**config.mk**
```make
export PLATFORM = sky130hd
export DESIGN_NAME = six_button_pad_poller_core
export DESIGN_NICKNAME = d
export VERILOG_FILES = /design/src/sbpp_pkg.sv /design/src/sbpp_step.sv /design/src/six_button_pad_poller_core.sv
export SDC_FILE = /design/constraint.sdc
export NUM_CORES = 1
export LEC_CHECK = 0
export BUFFER_PORTS_ARGS = -buffer_cell sky130_fd_sc_hd__buf_2
export CAP_MARGIN = 5
export CORE_MARGIN = 1
export CORE_UTILIZATION = 54
export CTS_CLUSTER_SIZE = 20
export DETAILED_ROUTE_END_ITERATION = 8
export GPL_ROUTABILITY_DRIVEN = 0
export GPL_TIMING_DRIVEN = 0
export PLACE_DENSITY = 0.77
export SKIP_LAST_GASP = 1
export SLEW_MARGIN = 30
export SYNTH_ARGS = -nofsm -noshare
export SYNTH_HDL_FRONTEND = slang
export SYNTH_SLANG_ARGS = --single-unit
```
**constraint.sdc**
```tcl
create_clock -name clk -period 4.2 [get_ports clk]
set_clock_uncertainty 0.15 [all_clocks]
set_input_delay 0.21 -clock clk [delete_from_list [all_inputs] [get_ports clk]]
set_output_delay 0.21 -clock clk [all_outputs]
set_load 0.05 [all_outputs]
```
**src/sbpp_pkg.sv**
```systemverilog
`timescale 1ns / 1ps
// ----------------------------------------------------------------------------
// sbpp_pkg: shared types and constants of the six-button pad poller
// Holds the poll phase encoding, the state and result records, the button
// bit layout and the pin decode tables of the gamepad.
// ----------------------------------------------------------------------------
package sbpp_pkg;

  // Button word layout.
  localparam int unsigned BTN_W = 12;
  localparam logic [BTN_W-1:0] B_ON    = 12'h001;
  localparam logic [BTN_W-1:0] B_UP    = 12'h002;
  localparam logic [BTN_W-1:0] B_DOWN  = 12'h004;
  localparam logic [BTN_W-1:0] B_LEFT  = 12'h008;
  localparam logic [BTN_W-1:0] B_RIGHT = 12'h010;
  localparam logic [BTN_W-1:0] B_START = 12'h020;
  localparam logic [BTN_W-1:0] B_A     = 12'h040;
  localparam logic [BTN_W-1:0] B_B     = 12'h080;
  localparam logic [BTN_W-1:0] B_C     = 12'h100;
  localparam logic [BTN_W-1:0] B_X     = 12'h200;
  localparam logic [BTN_W-1:0] B_Y     = 12'h400;
  localparam logic [BTN_W-1:0] B_Z     = 12'h800;
  localparam logic [BTN_W-1:0] ARROW_MASK = 12'h01E;

  // Index value meaning no button remembered.
  localparam logic [3:0] NONE_IDX = 4'd15;

  // Register reset values.
  localparam logic [15:0] ARROW_REPEAT_RST  = 16'd80;
  localparam logic [15:0] ACTION_REPEAT_RST = 16'd150;

  // Register select codes (address bit 2).
  localparam logic REG_ARROW_REPEAT  = 1'b0;
  localparam logic REG_ACTION_REPEAT = 1'b1;

  // Poll phases. Codes 6 and 7 are treated as the first phase.
  typedef enum logic [2:0] {
    PH_LOW0       = 3'd0,
    PH_HIGH0      = 3'd1,
    PH_LOW1       = 3'd2,
    PH_HIGH1      = 3'd3,
    PH_PULSE_LOW  = 3'd4,
    PH_PULSE_HIGH = 3'd5
  } phase_t;

  // Poller state carried from one sample to the next.
  typedef struct packed {
    phase_t           phase;
    logic [BTN_W-1:0] accum;
    logic             six_mode;
    logic [BTN_W-1:0] prev;
    logic [3:0]       arrow_last;
    logic [31:0]      arrow_time;
    logic [3:0]       action_last;
    logic [31:0]      action_time;
  } state_t;

  // One result transaction.
  typedef struct packed {
    logic             select_level;
    logic             poll_done;
    logic [BTN_W-1:0] buttons;
    logic             changed;
    logic [BTN_W-1:0] just_pressed;
    logic [BTN_W-1:0] repeat_pressed;
    logic             six_mode;
  } result_t;

  // Select low: left or right pulled low means a pad is present.
  function automatic logic [BTN_W-1:0] decode_low(input logic [5:0] pins);
    logic [5:0] p;
    p = ~pins;
    return ({BTN_W{p[0]}} & B_UP) | ({BTN_W{p[1]}} & B_DOWN) |
           ({BTN_W{p[2] | p[3]}} & B_ON) | ({BTN_W{p[4]}} & B_A) |
           ({BTN_W{p[5]}} & B_START);
  endfunction

  // Select high: full direction pad plus B and C.
  function automatic logic [BTN_W-1:0] decode_high(input logic [5:0] pins);
    logic [5:0] p;
    p = ~pins;
    return ({BTN_W{p[0]}} & B_UP) | ({BTN_W{p[1]}} & B_DOWN) |
           ({BTN_W{p[2]}} & B_LEFT) | ({BTN_W{p[3]}} & B_RIGHT) |
           ({BTN_W{p[4]}} & B_B) | ({BTN_W{p[5]}} & B_C);
  endfunction

  // Extra high pulse of a six-button pad: X, Y and Z on the low pins.
  function automatic logic [BTN_W-1:0] decode_pulse(input logic [5:0] pins);
    logic [5:0] p;
    p = ~pins;
    return ({BTN_W{p[0]}} & B_Z) | ({BTN_W{p[1]}} & B_Y) | ({BTN_W{p[2]}} & B_X);
  endfunction

  // Mode decision after a low/high phase pair.
  function automatic logic mode_check(input logic [BTN_W-1:0] accum, input logic flag);
    logic f;
    f = flag;
    if (accum == (B_ON | B_UP | B_DOWN)) begin
      f = 1'b1;
    end else if ((accum & B_ON) == '0) begin
      f = 1'b0;
    end
    return f;
  endfunction

endpackage

```
**src/sbpp_step.sv**
```systemverilog
`timescale 1ns / 1ps
// ----------------------------------------------------------------------------
// sbpp_step: next-state and result logic for one pad sample
// Decodes the pins for the current phase, advances the phase, decides the
// mode, and at the end of a poll forms the edge and auto-repeat bits.
// ----------------------------------------------------------------------------
module sbpp_step (
  input  logic [5:0]       pin_levels,
  input  logic [31:0]      now_ms,
  input  logic [15:0]      arrow_repeat_ms,
  input  logic [15:0]      action_repeat_ms,
  input  sbpp_pkg::state_t cur,
  output sbpp_pkg::state_t nxt,
  output sbpp_pkg::result_t res
);

  logic                        done;
  sbpp_pkg::phase_t            phase_next;
  logic [2:0]                  phase_bits;
  logic [sbpp_pkg::BTN_W-1:0]  accum_n;
  logic                        flag_n;
  logic [sbpp_pkg::BTN_W-1:0]  jp;
  logic [sbpp_pkg::BTN_W-1:0]  arrow_jp;
  logic [sbpp_pkg::BTN_W-1:0]  action_jp;
  logic [3:0]                  arrow_hi;
  logic [3:0]                  action_hi;
  logic [15:0]                 word16;
  logic [15:0]                 arrow_onehot;
  logic [15:0]                 action_onehot;
  logic [31:0]                 arrow_elapsed;
  logic [31:0]                 action_elapsed;
  logic                        arrow_hit;
  logic                        action_hit;
  logic [sbpp_pkg::BTN_W-1:0]  rp;

  // Poll end and phase sequencing.
  always_comb begin
    done       = 1'b0;
    phase_next = sbpp_pkg::PH_HIGH0;
    unique case (cur.phase)
      sbpp_pkg::PH_LOW0: begin
        phase_next = sbpp_pkg::PH_HIGH0;
      end
      sbpp_pkg::PH_HIGH0: begin
        done       = ~cur.six_mode;
        phase_next = cur.six_mode ? sbpp_pkg::PH_LOW1 : sbpp_pkg::PH_LOW0;
      end
      sbpp_pkg::PH_LOW1: begin
        phase_next = sbpp_pkg::PH_HIGH1;
      end
      sbpp_pkg::PH_HIGH1: begin
        phase_next = sbpp_pkg::PH_PULSE_LOW;
      end
      sbpp_pkg::PH_PULSE_LOW: begin
        phase_next = sbpp_pkg::PH_PULSE_HIGH;
      end
      sbpp_pkg::PH_PULSE_HIGH: begin
        done       = 1'b1;
        phase_next = sbpp_pkg::PH_LOW0;
      end
      default: begin
        phase_next = sbpp_pkg::PH_HIGH0;
      end
    endcase
  end

  assign phase_bits = 3'(phase_next);

  // Pin decode into the accumulated word and the mode decision.
  always_comb begin
    accum_n = cur.accum;
    flag_n  = cur.six_mode;
    unique case (cur.phase)
      sbpp_pkg::PH_LOW0, sbpp_pkg::PH_LOW1: begin
        accum_n = cur.accum | sbpp_pkg::decode_low(pin_levels);
      end
      sbpp_pkg::PH_HIGH0, sbpp_pkg::PH_HIGH1: begin
        accum_n = cur.accum | sbpp_pkg::decode_high(pin_levels);
        flag_n  = sbpp_pkg::mode_check(accum_n, cur.six_mode);
      end
      sbpp_pkg::PH_PULSE_LOW: begin
        accum_n = cur.accum;
      end
      sbpp_pkg::PH_PULSE_HIGH: begin
        accum_n = cur.accum | sbpp_pkg::decode_pulse(pin_levels);
      end
      default: begin
        accum_n = cur.accum | sbpp_pkg::decode_low(pin_levels);
      end
    endcase
  end

  // Newly pressed bits, split by class, and the highest index of each class.
  assign jp        = accum_n & ~cur.prev;
  assign arrow_jp  = jp & sbpp_pkg::ARROW_MASK;
  assign action_jp = jp & ~sbpp_pkg::ARROW_MASK;

  always_comb begin
    arrow_hi  = sbpp_pkg::NONE_IDX;
    action_hi = sbpp_pkg::NONE_IDX;
    for (int i = 0; i < sbpp_pkg::BTN_W; i++) begin
      if (arrow_jp[i]) begin
        arrow_hi = 4'(i);
      end
      if (action_jp[i]) begin
        action_hi = 4'(i);
      end
    end
  end

  // Auto-repeat: only the remembered button of a class can repeat, and not
  // in a poll where that class saw a new press (its time restarts at now).
  assign word16         = {4'b0, accum_n};
  assign arrow_elapsed  = now_ms - cur.arrow_time;
  assign action_elapsed = now_ms - cur.action_time;
  assign arrow_hit  = done && (arrow_jp == '0) && word16[cur.arrow_last] &&
                      (arrow_elapsed > {16'b0, arrow_repeat_ms});
  assign action_hit = done && (action_jp == '0) && word16[cur.action_last] &&
                      (action_elapsed > {16'b0, action_repeat_ms});
  assign arrow_onehot  = 16'b1 << cur.arrow_last;
  assign action_onehot = 16'b1 << cur.action_last;
  assign rp = (arrow_hit ? arrow_onehot[sbpp_pkg::BTN_W-1:0] : '0) |
              (action_hit ? action_onehot[sbpp_pkg::BTN_W-1:0] : '0);

  // Next state.
  always_comb begin
    nxt          = cur;
    nxt.phase    = phase_next;
    nxt.six_mode = flag_n;
    nxt.accum    = accum_n;
    if (done) begin
      nxt.accum = '0;
      nxt.prev  = accum_n;
      if (arrow_jp != '0) begin
        nxt.arrow_last = arrow_hi;
        nxt.arrow_time = now_ms;
      end else if (arrow_hit) begin
        nxt.arrow_time = now_ms;
      end
      if (action_jp != '0) begin
        nxt.action_last = action_hi;
        nxt.action_time = now_ms;
      end else if (action_hit) begin
        nxt.action_time = now_ms;
      end
    end
  end

  // The button fields are zero unless this sample ends a poll.
  always_comb begin
    res.select_level   = phase_bits[0];
    res.poll_done      = done;
    res.buttons        = done ? accum_n : '0;
    res.changed        = done && (accum_n != cur.prev);
    res.just_pressed   = done ? jp : '0;
    res.repeat_pressed = rp;
    res.six_mode       = flag_n;
  end

endmodule

```
**src/six_button_pad_poller_core.sv**
```systemverilog
`timescale 1ns / 1ps
// ----------------------------------------------------------------------------
// six_button_pad_poller_core: select-line sequencer and button decoder
// Top level with the pin sample channel, the result channel and the
// register port for the auto-repeat hold times.
// ----------------------------------------------------------------------------
// Usage:
//   The input channel (in_valid/in_stall) carries one settled sample of the
//   six active-low pad pins with its millisecond time. Every sample yields
//   exactly one result transaction on the output channel (out_valid/
//   out_stall). Drive select_level of each result on the pad before taking
//   the next sample. poll_done marks the result that ends a poll; only then
//   are buttons, changed, just_pressed and repeat_pressed nonzero.
//   An accepted sample's result is registered in the output buffer. One
//   sample is taken every cycle while the receiver keeps up; the only limit
//   is the registered state update of the sequencer. A two-entry output
//   buffer takes the sample that arrives while the receiver stalls;
//   in_stall is high while both entries are full. Reset returns to
//   three-button mode at the select-low phase with no buttons held, empties
//   the buffer and loads hold times of 80 ms for arrows and 150 ms for
//   action buttons. Hold-time registers lie at byte addresses 0 (arrows)
//   and 4 (actions); write them only while idle.
// ----------------------------------------------------------------------------
module six_button_pad_poller_core (
  input  logic        clk,
  input  logic        rst,
  // Sample channel
  input  logic        in_valid,
  output logic        in_stall,
  input  logic [5:0]  pin_levels,
  input  logic [31:0] now_ms,
  // Result channel
  output logic        out_valid,
  input  logic        out_stall,
  output logic        select_level,
  output logic        poll_done,
  output logic [11:0] buttons,
  output logic        changed,
  output logic [11:0] just_pressed,
  output logic [11:0] repeat_pressed,
  output logic        six_mode,
  // Register port
  input  logic        psel,
  input  logic        penable,
  input  logic        pwrite,
  input  logic [2:0]  paddr,
  input  logic [31:0] pwdata,
  output logic [31:0] prdata,
  output logic        pready
);

  localparam sbpp_pkg::state_t STATE_RST = '{
    phase:       sbpp_pkg::PH_LOW0,
    accum:       '0,
    six_mode:    1'b0,
    prev:        '0,
    arrow_last:  sbpp_pkg::NONE_IDX,
    arrow_time:  '0,
    action_last: sbpp_pkg::NONE_IDX,
    action_time: '0
  };

  logic [15:0]        arrow_repeat_ms;
  logic [15:0]        action_repeat_ms;
  logic               cfg_write;
  logic               in_accept;
  sbpp_pkg::state_t   state;
  sbpp_pkg::state_t   state_next;
  sbpp_pkg::result_t  step_res;
  sbpp_pkg::result_t  out_data;
  sbpp_pkg::result_t  skid_data;
  logic               skid_valid;

  // Register port: never inserts wait states, writes on the access cycle.
  assign pready    = 1'b1;
  assign cfg_write = psel & penable & pwrite & pready;

  always_ff @(posedge clk) begin
    if (rst) begin
      arrow_repeat_ms  <= sbpp_pkg::ARROW_REPEAT_RST;
      action_repeat_ms <= sbpp_pkg::ACTION_REPEAT_RST;
    end else if (cfg_write) begin
      unique case (paddr[2])
        sbpp_pkg::REG_ARROW_REPEAT:  arrow_repeat_ms  <= pwdata[15:0];
        sbpp_pkg::REG_ACTION_REPEAT: action_repeat_ms <= pwdata[15:0];
        default:                     arrow_repeat_ms  <= arrow_repeat_ms;
      endcase
    end
  end

  always_comb begin
    unique case (paddr[2])
      sbpp_pkg::REG_ARROW_REPEAT:  prdata = {16'b0, arrow_repeat_ms};
      sbpp_pkg::REG_ACTION_REPEAT: prdata = {16'b0, action_repeat_ms};
      default:                     prdata = '0;
    endcase
  end

  // A sample is taken whenever the spare output entry is free.
  assign in_stall  = skid_valid;
  assign in_accept = in_valid & ~skid_valid;

  sbpp_step u_step (
    .pin_levels       (pin_levels),
    .now_ms           (now_ms),
    .arrow_repeat_ms  (arrow_repeat_ms),
    .action_repeat_ms (action_repeat_ms),
    .cur              (state),
    .nxt              (state_next),
    .res              (step_res)
  );

  // Sequencer state advances once per accepted sample.
  always_ff @(posedge clk) begin
    if (rst) begin
      state <= STATE_RST;
    end else if (in_accept) begin
      state <= state_next;
    end
  end

  // Output buffer control: main entry plus one spare entry.
  always_ff @(posedge clk) begin
    if (rst) begin
      out_valid  <= 1'b0;
      skid_valid <= 1'b0;
    end else if (in_accept) begin
      if (out_valid && out_stall) begin
        skid_valid <= 1'b1;
      end else begin
        out_valid <= 1'b1;
      end
    end else if (out_valid && !out_stall) begin
      out_valid  <= skid_valid;
      skid_valid <= 1'b0;
    end
  end

  // Output buffer data.
  always_ff @(posedge clk) begin
    if (in_accept) begin
      if (out_valid && out_stall) begin
        skid_data <= step_res;
      end else begin
        out_data <= step_res;
      end
    end else if (out_valid && !out_stall && skid_valid) begin
      out_data <= skid_data;
    end
  end

  assign select_level   = out_data.select_level;
  assign poll_done      = out_data.poll_done;
  assign buttons        = out_data.buttons;
  assign changed        = out_data.changed;
  assign just_pressed   = out_data.just_pressed;
  assign repeat_pressed = out_data.repeat_pressed;
  assign six_mode       = out_data.six_mode;

endmodule

```
==> impl_metrics.yaml <==
run_status:
  status: "finished with violations"
  violations: "design-rule violations, negative setup slack"
global_route:
  grt_overflow: 0
  grt_pass1_wl_um: 70000
  antenna_found_initial: 0
  grt_pass1_vias: 13471
  gr-usage-all-layers_pct: 31.3
  grt_max_degree: 27
sta:
  tns_ns: -64.44
  grt_setup_unrepaired: "true"
  worstMarginPinSlew_ns: 0.884
  min_period_ns: 5.05
  setup_viol: 88
  slew-limit-headroom_pct: 40.9
  slew_viol_final: 0
  fin_crit_sh_pct: 120
  hold_viol_final: 0
  max_freq_mhz: 198
  setup_ws_ns: -0.849
power_and_ir_drop:
  switching_share_pct: 32.2
  p_int_mw: 4.43
  p_leak_nw: 7.56
  power_density_nw_per_um2: 352
  share_comb_of_total_power_pct: 28.7
  ir_drop_mv: 0.330
  power.share.clock_pct: 36.2
  p_switching_mw: 2.11
  seq_power_share_pct: 35.1
clocking:
  clk_pin_slew_ns: 0.06
  cts.sinks: 214
  cts_root_buf: "clkbuf_16"
  insertion_delay_ns: 0.54
  numCtsBuffers: 25
  htree_levels: 1
  cts_tree: "built"
  cts_max_path_buffers: 3
routing:
  avgRoutedWirePerCell_um: 19.4
  vias: 14270
  postRouteAntennaNets: 0
  first_pass_iters: 9
  drc: 10
  wl_um: 45600
  drt_iter0_markers: 1384
  avgViaCountPerCell: 6.08
setup_path:
  start_kind: "register"
  crit_fanout: 4
  cp.arrival_ns: 5.18
  crit_required_ns: 4.33
  path_class: "register to register"
  end_kind: "register"
logic_synthesis:
  ys_seq_elements: 214
  syn_area_um2: 14600
  syn_inst: 1711
  ys.flop_type: "dfxtp_1"
  synth_cell_types: 86
  synth_edf_count: 80
  async_flop_share_pct: 0
  yosysSeqAreaShare_pct: 34.9
  avgSynthCellArea_um2: 8.52
  synth-warning-count: 0
finish:
  layoutNonFillerInstCount: 2348
  area_growth_pct: 27.3
  antennaDiodeCount: 0
  nets: 2182
  drive_gt1_share_pct: 19.5
floorplan:
  dieWidth_um: 166
  rows: 59
  coreArea_um2: 26300
  die-height_um: 166
  die-area_um2: 27600
  num_io_pins: 155
  start_util_pct: 55.4
job:
  maxCapViolCount: 0
placement:
  placedCellCount: 2180
  hpwl_um: 30700
  io_buffers: 117
worst_hold_path:
  min_path_type: "primary input to register"
-- cells in the mapped netlist (5+ instances only) --
library cell,count,share of area (%)
clkbuf_1,55,1.4
nand2b_1,81,3.5
buf_6,7,0.54
nor4_1,17,0.73
xnor2_1,25,1.5
a211oi_1,17,0.88
o32ai_1,6,0.36
o211ai_1,19,0.98
edfxtp_1,80,16
and2_1,14,0.60
mux2_2,15,1.2
o31ai_1,9,0.46
or3_1,6,0.26
o22ai_1,12,0.52
a31oi_1,14,0.60
buf_4,19,0.98
nand4_1,34,1.5
o21ai_0,73,2.5
nand2_1,191,4.9
nand3_1,26,0.89
mux2i_1,70,4.8
inv_1,145,3.7
mux4_2,6,0.93
nor3_1,30,1.0
o2111ai_1,5,0.30
xor2_1,14,0.84
o21ai_1,9,0.31
o21a_1,26,1.3
a21o_1,14,0.72
or2b_1,28,1.4
and3_1,8,0.34
dfxtp_1,134,18
or4_1,5,0.26
nor2_1,134,3.5
a211o_1,16,0.96
ha_1,106,9.1
nor2b_1,14,0.60
o21bai_1,8,0.41
a21oi_1,125,4.3
a32oi_1,5,0.30
-- power groups by stage --
stage               combinational, mW  sequential (mW)  clock [mW]
floorplan                        1.04             2.44           0
global placement                 1.50             2.34           0
detailed placement               1.54             2.34           0
CTS                              1.74             2.29        2.37
global route                     2.00             2.30        2.47
finish                           1.87             2.29        2.37
-- path summary, 6_finish.rpt --
| kind | from | endpoint | slack, ns | cells after the start |
|---|---|---|---|---|
| worst min register to register | arrow_repeat_ms[8]$_SDFFE_PP0P_ | arrow_repeat_ms[8]$_SDFFE_PP0P_ | 0.31 | 2 |
| worst max-delay path | state[0]$_SDFFE_PP0P_ | skid_data[5]$_DFFE_PP_ | -0.85 | 20 |
| worst min-delay path | paddr[2] | action_repeat_ms[0]$_SDFFE_PP0P_ | 0.09 | 4 |
| worst max register to register | state[0]$_SDFFE_PP0P_ | skid_data[5]$_DFFE_PP_ | -0.85 | 20 |
-- worst max-delay path, cell delays in order (launching register included) --
cell and delay (ns):
dfxtp_2 0.34, ha_4 0.16, fa_2 0.37, nor2b_2 0.15, o211a_1 0.23, nor2_2 0.07
nor3_1 0.26, nor2_1 0.11, xnor2_1 0.30, ha_1 0.34, nand4_1 0.17, inv_1 0.07
a221oi_2 0.31, nor3_2 0.10, nor4_2 0.32, nand4b_1 0.22, nor4_4 0.29, a41oi_2 0.20
buf_4 0.19, nand3_1 0.32, o22ai_4 0.13
-- sequential cells by signal, indices dropped and copies added, names as in the netlist --
register,count
poll_done,1
buttons,12
out_valid,1
skid_data,40
state,100
action_repeat_ms,16
repeat_pressed,12
six_mode,1
just_pressed,12
changed,1
in_stall,1
arrow_repeat_ms,16
select_level,1
-- cell usage in the layout (no fill, tap or decap), types with 26 or more instances in the layout --
master         Yosys  layout
edfxtp_1          80      80
buf_4             19      59
or2b_1            28      28
a21oi_1          125     115
dfxtp_1          134     129
dlygate4sd3_1      0      65
nand2_1          191     186
buf_2              4     120
nor2_1           134     130
nand2b_1          81      81
clkbuf_16          0      29
ha_1             106      89
o21ai_0           73      66
nor3_1            30      28
mux2i_1           70      68
o21a_1            26      26
nand4_1           34      34
clkbuf_1          55      57
inv_1            145     143
-- metal layers --
| metal | routed length, um | vias to the layer above | GRT usage [%] |
|---|---|---|---|
| met1 | 17900 | 6673 | 38.9 |
| met5 | 0 | - | 0 |
| met2 | 21500 | 810 | 53.0 |
| met4 | 2300 | 0 | 14.6 |
| li1 | - | 6610 | - |
| met3 | 3940 | 177 | 5.24 |
-- metrics by stage --
| stage | util (%) | total power [mW] | hold WS, ns | worst slack (ns) | instance area (um^2) |
|---|---|---|---|---|---|
| after floorplan | - | 3.48 | 0.178 | -0.000168 | 14700 |
| after global placement | 59.6 | 3.83 | 0.283 | -1.20 | 15700 |
| after detailed placement | 59.8 | 3.88 | 0.287 | -1.34 | 15700 |
| after CTS | 69.4 | 6.41 | 0.0881 | -0.593 | 18300 |
| after global routing | 70.6 | 6.77 | 0.138 | -1.05 | 18600 |
| final | 70.6 | 6.53 | 0.0863 | -0.849 | 18600 |
-- kinds of logic (layout without fill, tap and decap cells) --
family          after synthesis  count (layout)  synth area share [%]
fa+ha+maj                   108             108                  9.38
xor+xnor                     39              39                  2.34
flops                       214             214                  34.9
simple gates                614             614                  21.0
buf+inv                     238             525                  7.36
mux                          91              91                  6.90
other cells                   2              17                0.0515
compound gates              405             405                  18.0
-- layout make-up --
cell class	count	area [um^2]
well taps	335	419
multi-input cells	1274	9150
plain buffers	92	554
inverters	145	544
clock inverters	9	139
flip-flops and latches	214	5090
fillers	1886	7720
clock buffers	37	771
repair buffers	242	1890
-- repair_timing --
item	CTS	global route
pin swaps	39	43
endpoints found under the setup margin	88	88
buffers inserted	38	16
endpoints found under the hold margin	104	0
resized for setup	113	40
cloned	5	2
hold buffers	65	0
Power figures use the tool's default switching activity.
